$ cat src/hw/rtl/mts_pkg.sv
`timescale 1ns / 1ps
// ----------------------------------------------------------------------------
// Melody tone sequencer package
// Shared types, codes and the note table of the melody tone sequencer.
// ----------------------------------------------------------------------------
package mts_pkg;

    localparam int NOTE_COUNT = 42;
    localparam int IDX_W      = 6;
    localparam int TICK_W     = 32;
    localparam int LEN_W      = 6;
    localparam int PERIOD_W   = 8;

    localparam logic [LEN_W-1:0] DUR_SHORT = 6'd15;
    localparam logic [LEN_W-1:0] DUR_LONG  = 6'd40;

    // Tone periods in 4 us units.
    localparam logic [PERIOD_W-1:0] P_C6 = 8'd238;
    localparam logic [PERIOD_W-1:0] P_D6 = 8'd212;
    localparam logic [PERIOD_W-1:0] P_E6 = 8'd189;
    localparam logic [PERIOD_W-1:0] P_F6 = 8'd179;
    localparam logic [PERIOD_W-1:0] P_G6 = 8'd159;
    localparam logic [PERIOD_W-1:0] P_A6 = 8'd142;

    localparam logic [PERIOD_W-1:0] NOTE_PERIOD [NOTE_COUNT] = '{
        P_C6, P_C6, P_G6, P_G6, P_A6, P_A6, P_G6,
        P_F6, P_F6, P_E6, P_E6, P_D6, P_D6, P_C6,
        P_G6, P_G6, P_F6, P_F6, P_E6, P_E6, P_D6,
        P_G6, P_G6, P_F6, P_F6, P_E6, P_E6, P_D6,
        P_C6, P_C6, P_G6, P_G6, P_A6, P_A6, P_G6,
        P_F6, P_F6, P_E6, P_E6, P_D6, P_D6, P_C6
    };

    // The last note of every phrase of seven is held long.
    localparam logic [NOTE_COUNT-1:0] NOTE_LONG_MASK = 42'h20408102040;

    localparam logic [1:0] ACT_STEP  = 2'd0;
    localparam logic [1:0] ACT_START = 2'd1;
    localparam logic [1:0] ACT_STOP  = 2'd2;

    typedef enum logic [3:0] {
        MODE_IDLE    = 4'b0001,
        MODE_START   = 4'b0010,
        MODE_PLAYING = 4'b0100,
        MODE_STOP    = 4'b1000
    } seq_mode_t;

    typedef enum logic [2:0] {
        PH_START = 3'b001,
        PH_PLAY  = 3'b010,
        PH_REST  = 3'b100
    } note_phase_t;

    typedef struct packed {
        logic [1:0]        action;
        logic [TICK_W-1:0] now;
        logic              halted;
    } item_t;

    typedef struct packed {
        logic [PERIOD_W-1:0] tone_period;
        logic                sounder_on;
        logic                busy_res;
    } result_t;

    function automatic logic [PERIOD_W-1:0] note_period(input logic [IDX_W-1:0] idx);
        logic [PERIOD_W-1:0] p;
        p = '0;
        if (idx < IDX_W'(NOTE_COUNT)) begin
            p = NOTE_PERIOD[idx];
        end
        return p;
    endfunction

    function automatic logic [LEN_W-1:0] note_length(input logic [IDX_W-1:0] idx);
        logic [LEN_W-1:0] d;
        d = '0;
        if (idx < IDX_W'(NOTE_COUNT)) begin
            d = NOTE_LONG_MASK[idx] ? DUR_LONG : DUR_SHORT;
        end
        return d;
    endfunction

endpackage

$ cat src/hw/rtl/mts_in_reg.sv
`timescale 1ns / 1ps
// ----------------------------------------------------------------------------
// Melody tone sequencer input register
// Holds one input beat until the sequencer core consumes it.
// ----------------------------------------------------------------------------
module mts_in_reg import mts_pkg::*; (
    input  logic  aclk,
    input  logic  aresetn,
    input  logic  s_valid,
    output logic  s_ready,
    input  item_t s_item,
    input  logic  advance,
    output logic  item_valid,
    output item_t item
);

    logic  valid_reg;
    logic  valid_next;
    item_t item_reg;

    // A held beat that leaves this cycle frees the register for the next one.
    // Nothing is taken while reset is held.
    assign s_ready    = aresetn && (!valid_reg || advance);
    assign valid_next = s_ready ? s_valid : valid_reg;

    always_ff @(posedge aclk) begin
        if (!aresetn) begin
            valid_reg <= 1'b0;
        end else begin
            valid_reg <= valid_next;
        end
    end

    always_ff @(posedge aclk) begin
        if (s_ready && s_valid) begin
            item_reg <= s_item;
        end
    end

    assign item_valid = valid_reg;
    assign item       = item_reg;

endmodule

$ cat src/hw/rtl/mts_seq_core.sv
`timescale 1ns / 1ps
// ----------------------------------------------------------------------------
// Melody tone sequencer core
// Sequencer state and its update for one beat, with the result it yields.
// ----------------------------------------------------------------------------
module mts_seq_core import mts_pkg::*; (
    input  logic    aclk,
    input  logic    aresetn,
    input  logic    advance,
    input  item_t   item,
    input  logic    loop_mode,
    output result_t result
);

    seq_mode_t           mode_reg,    mode_next;
    note_phase_t         phase_reg,   phase_next;
    logic [IDX_W-1:0]    idx_reg,     idx_next;
    logic [TICK_W-1:0]   start_reg,   start_next;
    logic [LEN_W-1:0]    len_reg,     len_next;
    logic [PERIOD_W-1:0] period_reg,  period_next;
    logic                sounder_reg, sounder_next;

    logic [TICK_W-1:0] elapsed;
    logic              expired;
    logic [IDX_W-1:0]  idx_inc;

    always_comb begin
        mode_next    = mode_reg;
        phase_next   = phase_reg;
        idx_next     = idx_reg;
        start_next   = start_reg;
        len_next     = len_reg;
        period_next  = period_reg;
        sounder_next = sounder_reg;
        elapsed      = '0;
        expired      = 1'b0;
        idx_inc      = '0;

        case (item.action)
            ACT_START: begin
                mode_next = MODE_START;
            end
            ACT_STOP: begin
                mode_next = MODE_STOP;
            end
            ACT_STEP: begin
                if (!item.halted) begin
                    if (mode_reg == MODE_STOP) begin
                        sounder_next = 1'b0;
                        mode_next    = MODE_IDLE;
                    end else if (mode_reg != MODE_IDLE) begin
                        if (mode_reg == MODE_START) begin
                            sounder_next = 1'b1;
                            idx_next     = '0;
                            mode_next    = MODE_PLAYING;
                            phase_next   = PH_START;
                        end
                        // A fresh note loads its tone and duration first.
                        if (phase_next != PH_PLAY && phase_next != PH_REST) begin
                            start_next  = item.now;
                            len_next    = note_length(idx_next);
                            period_next = note_period(idx_next);
                            phase_next  = PH_PLAY;
                        end
                        // Tick counts wrap, so elapsed time is a modular difference.
                        elapsed = item.now - start_next;
                        expired = elapsed >= {{(TICK_W-LEN_W){1'b0}}, len_next};
                        if (phase_next == PH_PLAY) begin
                            if (expired) begin
                                start_next  = item.now;
                                len_next    = note_length(idx_next);
                                period_next = '0;
                                phase_next  = PH_REST;
                            end
                        end else if (expired) begin
                            idx_inc = idx_next + 1'b1;
                            if (idx_inc >= IDX_W'(NOTE_COUNT)) begin
                                idx_next = '0;
                                if (!loop_mode) begin
                                    mode_next = MODE_STOP;
                                end
                            end else begin
                                idx_next = idx_inc;
                            end
                            phase_next = PH_START;
                        end
                    end
                end
            end
            default: begin
            end
        endcase
    end

    always_ff @(posedge aclk) begin
        if (!aresetn) begin
            mode_reg    <= MODE_IDLE;
            phase_reg   <= PH_START;
            idx_reg     <= '0;
            start_reg   <= '0;
            len_reg     <= '0;
            period_reg  <= '0;
            sounder_reg <= 1'b0;
        end else if (advance) begin
            mode_reg    <= mode_next;
            phase_reg   <= phase_next;
            idx_reg     <= idx_next;
            start_reg   <= start_next;
            len_reg     <= len_next;
            period_reg  <= period_next;
            sounder_reg <= sounder_next;
        end
    end

    assign result.tone_period = period_next;
    assign result.sounder_on  = sounder_next;
    assign result.busy_res    = (mode_next != MODE_IDLE);

endmodule

$ cat src/hw/rtl/mts_out_reg.sv
`timescale 1ns / 1ps
// ----------------------------------------------------------------------------
// Melody tone sequencer output register
// Holds one result beat until the downstream side takes it.
// ----------------------------------------------------------------------------
module mts_out_reg import mts_pkg::*; (
    input  logic    aclk,
    input  logic    aresetn,
    input  logic    load,
    input  result_t result,
    output logic    free,
    output logic    m_valid,
    input  logic    m_ready,
    output result_t m_result
);

    logic    valid_reg;
    logic    valid_next;
    result_t result_reg;

    assign free       = !valid_reg || m_ready;
    assign valid_next = load || (valid_reg && !m_ready);

    always_ff @(posedge aclk) begin
        if (!aresetn) begin
            valid_reg <= 1'b0;
        end else begin
            valid_reg <= valid_next;
        end
    end

    always_ff @(posedge aclk) begin
        if (load) begin
            result_reg <= result;
        end
    end

    assign m_valid  = valid_reg;
    assign m_result = result_reg;

endmodule

$ cat src/hw/rtl/melody_tone_sequencer_unit.sv
`timescale 1ns / 1ps
// ----------------------------------------------------------------------------
// Melody tone sequencer
// Buzzer melody sequencer: start, stop and step beats drive a 42-note tune.
//
//   Channel  Direction  Contents
//   s_       in         tuser: action; tdata: now, halted
//   m_       out        tdata: tone_period, sounder_on, busy_res
//   cfg_     in         loop_mode write, no read-back
//
// One beat per cycle while the result side keeps taking beats; each beat
// yields one result beat, presented once the input register has taken it
// and the state update has loaded it into the result register. Reset is
// synchronous and clears the sequencer to idle with the sounder off. A
// stalled result holds the input register, which in turn lowers s_tready.
// ----------------------------------------------------------------------------
module melody_tone_sequencer_unit import mts_pkg::*; (
    input  logic        aclk,
    input  logic        aresetn,
    input  logic        cfg_we,
    input  logic        cfg_wdata,     // loop_mode
    input  logic        s_tvalid,
    output logic        s_tready,
    input  logic [1:0]  s_tuser,       // [1:0] action
    input  logic [39:0] s_tdata,       // [31:0] now, [32] halted, [39:33] zero
    output logic        m_tvalid,
    input  logic        m_tready,
    output logic [15:0] m_tdata        // [7:0] tone_period, [8] sounder_on,
                                       // [9] busy_res, [15:10] zero
);

    logic    loop_mode_reg;
    item_t   s_item;
    item_t   item;
    logic    item_valid;
    logic    out_free;
    logic    advance;
    result_t result;
    result_t m_result;

    always_ff @(posedge aclk) begin
        if (!aresetn) begin
            loop_mode_reg <= 1'b0;
        end else if (cfg_we) begin
            loop_mode_reg <= cfg_wdata;
        end
    end

    assign s_item.action = s_tuser;
    assign s_item.now    = s_tdata[TICK_W-1:0];
    assign s_item.halted = s_tdata[TICK_W];

    assign advance = item_valid && out_free;

    mts_in_reg u_in_reg (
        .aclk       (aclk),
        .aresetn    (aresetn),
        .s_valid    (s_tvalid),
        .s_ready    (s_tready),
        .s_item     (s_item),
        .advance    (advance),
        .item_valid (item_valid),
        .item       (item)
    );

    mts_seq_core u_seq_core (
        .aclk      (aclk),
        .aresetn   (aresetn),
        .advance   (advance),
        .item      (item),
        .loop_mode (loop_mode_reg),
        .result    (result)
    );

    mts_out_reg u_out_reg (
        .aclk     (aclk),
        .aresetn  (aresetn),
        .load     (advance),
        .result   (result),
        .free     (out_free),
        .m_valid  (m_tvalid),
        .m_ready  (m_tready),
        .m_result (m_result)
    );

    assign m_tdata = {6'd0, m_result.busy_res, m_result.sounder_on, m_result.tone_period};

endmodule

$ cat config.mk
export PLATFORM = sky130hd
export DESIGN_NAME = melody_tone_sequencer_unit
export DESIGN_NICKNAME = d
export VERILOG_FILES = /design/src/hw/rtl/mts_pkg.sv /design/src/hw/rtl/mts_in_reg.sv /design/src/hw/rtl/mts_seq_core.sv /design/src/hw/rtl/mts_out_reg.sv /design/src/hw/rtl/melody_tone_sequencer_unit.sv
export SDC_FILE = /design/constraint.sdc
export NUM_CORES = 1
export LEC_CHECK = 0
export BUFFER_PORTS_ARGS = -buffer_cell sky130_fd_sc_hd__buf_2
export CAP_MARGIN = 40
export CORE_UTILIZATION = 40
export DETAILED_ROUTE_END_ITERATION = 8
export PLACE_DENSITY_LB_ADDON = 0.15
export RECOVER_POWER = 50
export SYNTH_ARGS = -nofsm -noshare
export SYNTH_HDL_FRONTEND = slang
export SYNTH_HIERARCHICAL = 1
export SYNTH_SLANG_ARGS = --single-unit
$ cat constraint.sdc
create_clock -name aclk -period 5.6 [get_ports aclk]
set_input_delay 0.84 -clock aclk [delete_from_list [all_inputs] [get_ports aclk]]
set_output_delay 0.84 -clock aclk [all_outputs]
set_load 0.01 [all_outputs]
# ---- Word level (Yosys, flattened, before mapping)
# Memory sizes are Yosys's and may differ from the RTL's.
# Cells that the tools add are included.
dict set report totals {
  out_inout_bits 18
  rom_bits 576
  ff_bits 108
  memories 2
}
# memory words word_bits rd rd_ports_with_merged_regs write_ports line_no
set mem_list {}
lappend mem_list {{(no name shown)} 64 8 1 0 0 mts_pkg.sv:70} ;# p = NOTE_PERIOD[idx];
lappend mem_list {{(no name shown)} 64 1 1 0 0 mts_pkg.sv:79} ;# d = NOTE_LONG_MASK[idx] ? DUR_LONG : DUR_SHORT;
dict set report op_classes {
  mux 62
  magnitude_cmp 5
  n_reduce_logical 13
  n_eq_ne 9
  add_sub_neg 2
  bitwise 3
}
# operator count
set op_table {}
lappend op_table {{$mux 32} 7}
lappend op_table {{$mux 6} 17}
lappend op_table {{$mux 8} 10}
lappend op_table {{$mux 3} 13}
lappend op_table {{$ge 32x6->1} 1}
lappend op_table {{$mux 4} 8}
lappend op_table {{$sub 32x32->32} 1}
lappend op_table {{$pmux 4 s3} 1}
lappend op_table {{$ne 4x1->1 const B} 2}
lappend op_table {{$ge 7x7->1 const B} 1}
lappend op_table {{$lt 6x7->1 const B} 1}
lappend op_table {{$not 6->7} 1}
lappend op_table {{$add 6x1->6 const B} 1}
lappend op_table {{$ge 6x6->1 const B} 1}
lappend op_table {{$lt 6x6->1 const B} 1}
lappend op_table {{$mux 1} 6}
lappend op_table {{$logic_and 1x1->1} 5}
lappend op_table {{$reduce_and 5->1} 1}
lappend op_table {{$eq 4x2->1 const B} 1}
lappend op_table {{$eq 4x4->1 const B} 1}
lappend op_table {{$eq 3x2->1 const B} 1}
lappend op_table {{$logic_not 1->1} 3}
lappend op_table {{$logic_or 1x1->1} 3}
lappend op_table {{$ne 3x2->1 const B} 1}
lappend op_table {{5 further kinds} 6}

# ---- Logic depth before layout (Yosys ltp)
# Gate-level depths: netlist of the first run.
dict set report logic_depth {
  ltp_word 23
  depth_mapped 28
}

# ---- Cells and area by module
# Netlist of the first run, hierarchy kept.
# mod n_inst seq_area_each_um2 area_each_um2 cells_per_inst
set modules_own_cells {}
lappend modules_own_cells {mts_seq_core 1 1201.2 6687.7 932}
lappend modules_own_cells {mts_in_reg 1 1071.0 1108.6 41}
lappend modules_own_cells {mts_out_reg 1 320.3 349.1 14}
lappend modules_own_cells {melody_tone_sequencer_unit 1 20.0 91.3 11}

# ---- Worst setup path before layout of the first run
# No wires, ideal clock.
dict set report synth_timing {
  kind {register -> register}
  startpoint {register u_seq_core.mode_reg[0]}
  endpoint {register u_out_reg.result_reg (netlist bit u_out_reg/m_result[2]) (data pin)}
  path_slack_ps 71
  setup_ps 170
  stages_incl_launch_ff 25
  t_required_ps 5430
  arrival_time_ps 5359
  path_cell_list {dfxtp_1 > buf_4 > or4b_4 > nand3_1 > buf_2 > buf_1 > mux2i_1 > ha_1 > clkbuf_1 > and3b_1 > a41o_1 > a21oi_1 > xnor2_1 > ha_1 > a221oi_1 > o221ai_1 > a2111oi_0 > o2111ai_1 > a2111oi_0 > nand4_1 > nor4_1 > nand4_1 > and2_1 > buf_6 > o31ai_1}
}
# element line_no
set synth_rtl {}
lappend synth_rtl {{start, declared} mts_seq_core.sv:15} ;# seq_mode_t mode_reg, mode_next;
lappend synth_rtl {{start signal, assigned} mts_seq_core.sv:105} ;# mode_reg <= mode_next;
lappend synth_rtl {{end signal, assigned} mts_out_reg.sv:34} ;# result_reg <= result;
lappend synth_rtl {{end, declared} mts_out_reg.sv:19} ;# result_t result_reg;

==> flow_summary.yaml, run 1 <==
worst_setup_path:
  required_ns: 5.78
  path_common_cell: "buf_4"
  crit_type: "register to register"
  critPathCaptureType: "register"
  worstPathCellList: "or4b_4 -> nand3_2 -> mux2i_1 -> ha_1 -> and3b_1 -> a41o_1 -> a21oi_2 -> xnor2_1 -> ha_1 -> a221oi_1 -> o221ai_1 -> a2111oi_2 -> o2111ai_1 -> a2111oi_2 -> buf_4 -> nand4_1 -> nor4_2 -> buf_4 -> nand4_1 -> buf_4 -> and2_2 -> o31ai_1"
  critical_path.top_delay_family: "compound AO/OA/AOI/OAI gates"
  cp_data_arrival_time_ns: 5.40
  critPathMaxStageDelay_ns: 0.60
  r2r_slack_ns: 0.39
  cpMaxStageDelayCell: "or4b_4"
  start_kind: "register"
  crit_buf_inv: 3
  crit_fanout: 8
yosys:
  yosysWarnings: 6
  synthArstFlopShare: 0
  synth_ff_type: "dfxtp_1"
  synth_area_leader_cell: "edfxtp_1"
  synth_area_per_cell_um2: 8.25
  synth-edff-count: 45
  ys_seq_elements: 108
  synth.top_cell.area_share: 0.164
  yosysSeqAreaShare: 0.317
  ys_types: 87
  synthTopCellsByArea: "edfxtp_1, dfxtp_1, mux2i_1"
  synth_area_um2: 8240
  netlist_instances: 998
detailed_routing:
  routed_via_density: 5.63
  ant_nets: 0
  drc: 0
  vias: 7403
  dr.first_iter.drc_count: 473
  wl_per_cell_um: 15.9
  dr.pass1.iters: 5
  wirelength_um: 20900
power_and_ir_drop:
  p_leak_nw: 3.66
  power_density_nw_per_um2: 203
  combPwrFrac: 0.184
  p_int_mw: 1.33
  clkPwrFrac: 0.354
  total_power_mw: 1.87
  switching_share: 0.288
  share_seq_of_total_power: 0.462
  p_switching_mw: 0.539
  peakVddDrop_mv: 0.134
place:
  dp.cells: 1296
  place_congestion: 0.887
  place_hpwl_um: 15400
  numPortBuffers: 52
  place_ws_ns: -0.0336
final_layout:
  layout_commonest_cell: "nand2_1"
  finalNonFillerCells: 1315
  drive_gt1_frac: 0.133
  fin_nets: 1126
  final_cell_mix: "nand2_1, a21oi_1, mux2i_1, dfxtp_1, nor2_1"
  syn_to_final_growth_pct: 11.9
  largest_reg_flops: 35
  fill_cells: 2016
  antenna_cells: 0
worst_hold_path:
  min_path_type: "register to register"
grt:
  gr-total-overflow: 0
  grt_usage: 0.203
  antenna_found_initial: 0
  grt_pass1_vias: 6983
  grt_pass1_wl_um: 35300
  grt_max_degree: 60
clocking:
  clockRootBuffer: "clkbuf_16"
  cts_tree: "yes"
  cts.sinks: 108
  cts_buffers: 9
  insertion_delay_ns: 0.36
  htreeDepth: 3
  clk_pin_slew_ns: 0.07
  clock_path_buffers: 2
timing:
  setup_slack_ns: 0.389
  finalHoldViolCount: 0
  fin_crit_sh: 0.931
  fmax_ghz: 0.192
  period_minus_slack_ns: 5.21
  tightest_slew_ns: 2.46
  maxSlewViolCount: 95
  rsz0062_at_grt: "false"
  setup_viol: 0
  setup_tns_ns: 0
  slew_headroom: -0.639
  skew_ns: 0.00773
outcome:
  status: "finished with violations"
  violations: "max-capacitance violations, max-slew violations"
die:
  start_util: 0.407
  dieArea_um2: 21200
  coreArea_um2: 20200
  ios: 66
  die_h_um: 145
  die_x_um: 145
  fp-row-count: 52
run:
  drv_cap: 2
==> routing by layer <==
layer	track usage	up-vias	wire length [um]
met3	0.0298	18	948
met4	0.0484	0	222
met2	0.312	205	9010
li1	-	3750	-
met1	0.296	3430	10700
met5	0	-	0
==> power groups by stage <==
stage          registers [mW]  logic, mW  clock network (mW)
6_report                0.863      0.345               0.662
2_1_floorplan           0.878      0.243                   0
4_1_cts                 0.863      0.340               0.690
5_1_grt                 0.867      0.382               0.719
3_5_place_dp            0.881      0.337                   0
3_3_place_gp            0.881      0.336                   0
==> cell usage after synthesis (5+ instances only) <==
master and instances:
nand2_1 147, a21oi_1 75, mux2i_1 70, dfxtp_1 63, nor2_1 62, clkbuf_1 50, edfxtp_1 45, o21ai_0 41
nand3_1 40, ha_1 38, inv_1 28, nor3_1 25, nor2b_1 17, and3_1 16, o31ai_1 16, xnor2_1 16
a21o_1 15, a31oi_1 14, xor2_1 14, nand2b_1 12, a211oi_1 10, and2_1 9, nand4_1 9, buf_4 8
buf_6 7, o211ai_1 7, o21ai_1 7, a311oi_1 6, a32oi_1 6, o22ai_1 6, a2111oi_0 5, buf_2 5
nor4_1 5, o21a_1 5, or3_1 5
==> tightest hold or removal path: cells and delay by family (launching register included) <==
| kind | cells | cell delay [ns] |
|---|---|---|
| flip-flops | 1 | 0.31 |
| AND/OR/NAND/NOR | 2 | 0.08 |
==> timing repair <==
item                       in CTS  in global routing
setup endpoints to repair       6                 66
resized for setup               2                 19
hold buffers                    0                  0
pin swaps                       0                  9
setup buffers                   0                  3
==> worst paths after layout <==
path | startpoint | end | cells past startpoint
worst min register to register | u_seq_core/len_reg[4] | u_seq_core/len_reg[4] | 2
worst max-delay path | u_seq_core/mode_reg[3] | u_out_reg/m_result[3] | 22
worst min-delay path | u_seq_core/len_reg[4] | u_seq_core/len_reg[4] | 2
worst max register to register | u_seq_core/mode_reg[3] | u_out_reg/m_result[3] | 22
==> stage by stage <==
| step | instance area [um2] | utilization | hold WS, ns |
|---|---|---|---|
| global placement | 8860 | 0.438 | 0.418 |
| floorplan | 8260 | - | 0.410 |
| global route | 9220 | 0.455 | 0.450 |
| detailed placement | 8860 | 0.438 | 0.420 |
| finish | 9220 | 0.455 | 0.428 |
| CTS | 9160 | 0.453 | 0.431 |
==> layout make-up <==
| type | count | area [um2] | share of cell area |
|---|---|---|---|
| well taps | 270 | 338 | 0.0367 |
| multi-input cells | 792 | 5220 | 0.567 |
| clock inverters | 6 | 68.8 | 0.00747 |
| flip-flops and latches | 108 | 2610 | 0.284 |
| inverters | 29 | 109 | 0.0118 |
| repair buffers | 100 | 636 | 0.0690 |
| clock buffers | 10 | 229 | 0.0248 |
==> cells by family (layout without fill, tap and decap cells) <==
family / Yosys count / in the layout / share of synthesized area
simple gates: 373 / 373 / 0.221
compound gates: 274 / 274 / 0.228
flops: 108 / 108 / 0.317
buf+inv: 103 / 145 / 0.0579
mux: 71 / 71 / 0.0864
fa+ha+maj: 38 / 38 / 0.0577
xor+xnor: 30 / 30 / 0.0319
other cells: 1 / 6 / 0.000455
No activity file was read; power rests on OpenSTA's default activity.
==> run 2, diff against run 1 <==
--- a/config.mk
+++ b/config.mk
@@ -7,7 +7,8 @@
 export LEC_CHECK = 0
 export BUFFER_PORTS_ARGS = -buffer_cell sky130_fd_sc_hd__buf_2
 export CAP_MARGIN = 40
-export CORE_UTILIZATION = 40
+export CORE_UTILIZATION = 36
+export CTS_BUF_LIST = sky130_fd_sc_hd__clkbuf_4 sky130_fd_sc_hd__clkbuf_8
 export DETAILED_ROUTE_END_ITERATION = 8
 export PLACE_DENSITY_LB_ADDON = 0.15
 export RECOVER_POWER = 50
==> run 2 against run 1 <==
Compared with the run above:
- the run still ends with max-capacitance violations, max-slew violations left
- largest cell class unchanged
- fmax shrank 0.99%
- die area is 11% higher
- hold slack gained 0.012 ns
- sequential share of layout area shrank 0.55 points
- clock power is 15% lower
- clock-buffer cell count decreased by 1
- worst setup slack worse by 0.052 ns
- total power decreased by 4.0%
- non-clock buffer count rose by 24
- clock skew up 0.0020 ns
- combinational power rose by 6.7%
==> flow_summary.yaml, run 2 (synthesis gave the netlist of run 1 again) <==
power_and_ir_drop:
  switching_share: 0.301
  p_switching_mw: 0.541
  p_leak_nw: 3.75
  power_density_nw_per_um2: 191
  clkPwrFrac: 0.314
  p_int_mw: 1.25
  combPwrFrac: 0.205
  share_seq_of_total_power: 0.481
  peakVddDrop_mv: 0.113
place:
  place_ws_ns: -0.138
  numPortBuffers: 52
  place_congestion: 0.904
  placed_area_um2: 9100
  place_hpwl_um: 16300
timing:
  rsz0062_at_grt: "false"
  period_minus_slack_ns: 5.26
  finalHoldViolCount: 0
  tightest_slew_ns: 1.98
  setup_slack_ns: 0.337
  skew_ns: 0.00972
  slew_headroom: -0.321
  fin_crit_sh: 0.940
  setup_viol: 0
  maxSlewViolCount: 85
  fmax_ghz: 0.190
worst_setup_path:
  start_kind: "register"
  crit_fanout: 8
  cp_data_arrival_time_ns: 5.49
  required_ns: 5.83
  cpMaxStageDelayCell: "or4b_4"
  crit_type: "register to register"
  cp_num_cells: 25
  path_common_cell: "buf_4"
  critPathCaptureType: "register"
  critPathMaxStageDelay_ns: 0.61
  critical_path.top_delay_family: "compound AO/OA/AOI/OAI gates"
  crit_buf_inv: 5
  r2r_cells: 25
detailed_routing:
  routed_via_density: 5.54
  drt-met1-wl_um: 11100
  dr.first_iter.drc_count: 515
  ant_nets: 0
  vias: 7480
  drc: 0
  wl_met3_um: 968
  highest_layer: "met4"
  met2_length_um: 9480
  dr.pass1.iters: 5
  wl_per_cell_um: 16.1
  wirelength_um: 21700
clocking:
  cts.sinks: 108
  clock_path_buffers: 2
  clk_pin_slew_ns: 0.11
  cts_hold_buf: 0
  clockRootBuffer: "clkbuf_8"
  cts_buffers: 9
  htreeDepth: 3
  cts_tree: "yes"
  insertion_delay_ns: 0.39
die:
  start_util: 0.372
  dieArea_um2: 23500
  die_x_um: 153
  coreArea_um2: 22200
  die_h_um: 153
  fp-row-count: 54
  ios: 66
grt:
  antenna_found_initial: 0
  grt_pass1_wl_um: 35400
  gr-total-overflow: 0
  grt_usage: 0.185
  grt_max_degree: 70
  grt_pass1_vias: 6747
worst_hold_path:
  min_path_type: "register to register"
  whs_path_depth: 2
final_layout:
  stdcell_area_um2: 9400
  fin_nets: 1150
  drive_gt1_frac: 0.155
  antenna_cells: 0
  largest_reg_flops: 35
  layout_commonest_cell: "nand2_1"
  fill_cells: 2255
  final_cell_mix: "nand2_1, a21oi_1, mux2i_1, buf_4, dfxtp_1"
  syn_to_final_growth_pct: 14.1
run:
  drv_cap: 3
outcome:
  status: "finished with violations"
  violations: "max-capacitance violations, max-slew violations"
-- run 2: cell types whose count changed in the layout (fill, tap and decap cells not counted), sizes merged --
| cell | delta |
|---|---|
| clkinv | +1 |
| buf | +23 |
| bufinv | +1 |
| clkinvlp | -1 |
-- run 2: worst paths after layout --
path                            slack (ns)               endpoint              startpoint
worst max register to register        0.34  u_out_reg/m_result[2]  u_seq_core/mode_reg[3]
worst max-delay path                  0.34  u_out_reg/m_result[2]  u_seq_core/mode_reg[3]
worst min register to register        0.44  u_seq_core/len_reg[4]   u_seq_core/len_reg[4]
worst min-delay path                  0.44  u_seq_core/len_reg[4]   u_seq_core/len_reg[4]
-- run 2: tightest hold or removal path: cells and delay by family (launching register included) --
family / cells / cell delay (ns)
DFF: 1 / 0.33
and+or+nand+nor: 2 / 0.08
-- run 2: stage by stage --
stage | instances | hold WS (ns) | setup TNS [ns] | power [mW] | utilization
after floorplan | 1003 | 0.410 | 0 | 1.12 | -
after CTS | 1349 | 0.441 | 0 | 1.82 | 0.421
after global routing | 1349 | 0.470 | 0 | 1.90 | 0.424
after global placement | 1331 | 0.419 | -0.421 | 1.23 | 0.409
final | 1349 | 0.440 | 0 | 1.80 | 0.424
after detailed placement | 1333 | 0.422 | -0.809 | 1.24 | 0.411
-- run 2: power by group through the flow --
stage	Combinational, mW	Sequential, mW	Clock [mW]
5_1_grt	0.406	0.867	0.623
4_1_cts	0.360	0.863	0.596
3_5_place_dp	0.357	0.881	0
6_report	0.368	0.863	0.565
2_1_floorplan	0.243	0.878	0
3_3_place_gp	0.352	0.881	0
-- run 2: layout make-up --
type,count,area (um2),area share
Sequential cell,108,2610,0.278
Timing Repair Buffer,124,831,0.0884
Clock buffer,9,124,0.0132
Multi-Input combinational cell,792,5270,0.560
Inverter,29,109,0.0116
Clock inverter,7,105,0.0112
Tap cell,280,350,0.0373
-- run 2: what timing repair did --
item,in CTS,in global routing
resized for setup,3,18
gates cloned,0,0
setup endpoints to repair,43,67
setup buffers,0,0
pin swaps,0,7
-- run 2: metal layers --
metal  global-route usage  vias to the layer above
met3               0.0272                       18
met4               0.0356                        0
met2                0.285                      200
met1                0.272                     3475
li1                     -                     3787
met5                    0                        -
==> run 3, diff against run 2 <==
--- a/config.mk
+++ b/config.mk
@@ -7,6 +7,8 @@
 export LEC_CHECK = 0
 export BUFFER_PORTS_ARGS = -buffer_cell sky130_fd_sc_hd__buf_2
 export CAP_MARGIN = 40
+export CELL_PAD_IN_SITES_DETAIL_PLACEMENT = 0
+export CELL_PAD_IN_SITES_GLOBAL_PLACEMENT = 1
 export CORE_UTILIZATION = 36
 export CTS_BUF_LIST = sky130_fd_sc_hd__clkbuf_4 sky130_fd_sc_hd__clkbuf_8
 export DETAILED_ROUTE_END_ITERATION = 8
==> run 3 against run 2 <==
Compared with the run above:
- the run still ends with max-capacitance violations, max-slew violations left
- total power decreased by 3.3%
- clock-buffer cell count increased by 2
- hold slack improved by 0.0015 ns
- core utilization increased by 0.21 points
- final cell count increased by 1.6%
- die area unchanged
- critical path type unchanged
- highest routed layer unchanged
==> flow_summary.yaml, run 3 (synthesis gave the netlist of run 1 again) <==
clocking:
  clockRootBuffer: "clkbuf_8"
  insertion_delay_ns: 0.40
  cts.sinks: 108
  cts_hold_buf: 0
  htreeDepth: 3
  clock_path_buffers: 2
  cts_buffers: 9
  cts_tree: "yes"
  clk_pin_slew_ns: 0.12
worst_hold_path:
  min_path_type: "register to register"
die:
  die_h_um: 153
  coreArea_um2: 22200
  start_util: 0.372
  ios: 66
  fp-row-count: 54
  dieArea_um2: 23500
  die_x_um: 153
timing:
  skew_ns: 0.0152
  maxSlewViolCount: 66
  fmax_ghz: 0.190
  period_minus_slack_ns: 5.27
  fin_crit_sh: 0.942
  rsz0062_at_grt: "false"
  slew_headroom: -0.783
  setup_viol: 0
  tightest_slew_ns: 2.67
  finalHoldViolCount: 0
place:
  place_hpwl_um: 18000
  numPortBuffers: 52
  place_congestion: 0.878
  placed_area_um2: 9230
final_layout:
  final_cell_mix: "nand2_1, buf_4, a21oi_1, mux2i_1, dfxtp_1"
  antenna_cells: 0
  layout_commonest_cell: "nand2_1"
  syn_to_final_growth_pct: 14.7
  drive_gt1_frac: 0.161
  fin_nets: 1172
  largest_reg_flops: 35
  stdcell_area_um2: 9440
  post-route-util: 0.426
worst_setup_path:
  required_ns: 5.92
  cp_data_arrival_time_ns: 5.59
  crit_type: "register to register"
  critPathCaptureType: "register"
  r2r_slack_ns: 0.33
  crit_buf_inv: 5
  start_kind: "register"
  path_common_cell: "buf_4"
  crit_fanout: 27
  worstPathCellList: "or4b_4 -> nand3_2 -> buf_6 -> buf_4 -> mux2i_1 -> ha_1 -> buf_4 -> nand2_1 -> a211o_1 -> a31oi_2 -> a41o_1 -> a221o_1 -> or2_1 -> o211a_1 -> nor4_2 -> nand4_1 -> buf_4 -> buf_6 -> and2_1 -> o31ai_2"
  cpMaxStageDelayCell: "or4b_4"
  critPathMaxStageDelay_ns: 0.62
  critical_path.top_delay_family: "simple AND/OR/NAND/NOR gates"
detailed_routing:
  drc: 0
  routed_via_density: 5.52
  vias: 7570
  wl_per_cell_um: 17.4
  dr.pass1.iters: 5
  ant_nets: 0
  wirelength_um: 23800
  dr.first_iter.drc_count: 400
power_and_ir_drop:
  total_power_mw: 1.74
  peakVddDrop_mv: 0.110
  power_density_nw_per_um2: 184
  p_leak_nw: 3.81
grt:
  antenna_found_initial: 0
  gr-total-overflow: 0
  grt_usage: 0.205
  grt_max_degree: 66
  grt_pass1_wl_um: 38300
  grt_pass1_vias: 7070
run:
  drv_cap: 1
outcome:
  status: "finished with violations"
  violations: "max-capacitance violations, max-slew violations"
[run 3: what timing repair did]
| action | in CTS | in global routing |
|---|---|---|
| pin swaps | 1 | 4 |
| resized for setup | 6 | 5 |
| setup buffers | 3 | 1 |
| endpoints found under the setup margin | 24 | 67 |
[run 3: worst paths after layout]
kind,startpoint,to,cells after the start
setup reg to reg,u_seq_core/mode_reg[2],u_seq_core/idx_reg[0],20
hold reg to reg,u_seq_core/len_reg[4],u_seq_core/len_reg[4],2
hold / removal,u_seq_core/len_reg[4],u_seq_core/len_reg[4],2
setup / recovery,u_seq_core/mode_reg[2],u_seq_core/idx_reg[0],20
[run 3: power breakdown]
part	switching, mW	internal (mW)
Combinational	0.225	0.157
Sequential	0.0187	0.845
Clock	0.306	0.184
Total	0.550	1.19
[run 3: tightest hold or removal path, stage by stage, from the launching register on]
cell	delay (ns)
dfxtp_1	0.33
nand2_1	0.05
nor2_1	0.03
[run 3: area by class of cell]
type                            count  area (um2)
Fill cell                        2318       12700
Tap cell                          280         350
Multi-Input combinational cell    792        5200
Sequential cell                   108        2610
Timing Repair Buffer              146         975
Clock inverter                      5        53.8
Clock buffer                       11         139
Inverter                           29         109
[run 3: per-stage QoR]
stage	cells	hold slack (ns)	setup WS, ns	TNS (ns)
finish	1371	0.441	0.328	0
global route	1371	0.466	0.0231	0
CTS	1370	0.447	0.0554	0
detailed placement	1351	0.431	-0.147	-1.28
global placement	1349	0.423	-0.140	-1.13
floorplan	1003	0.410	0.0714	0
[run 3: metal layers]
metal,global-route usage,part of all wire,vias up
li1,-,-,3844
met4,0.0558,0.014,0
met1,0.288,0.50,3540
met5,0,0,-
met2,0.324,0.44,168
met3,0.0315,0.041,18
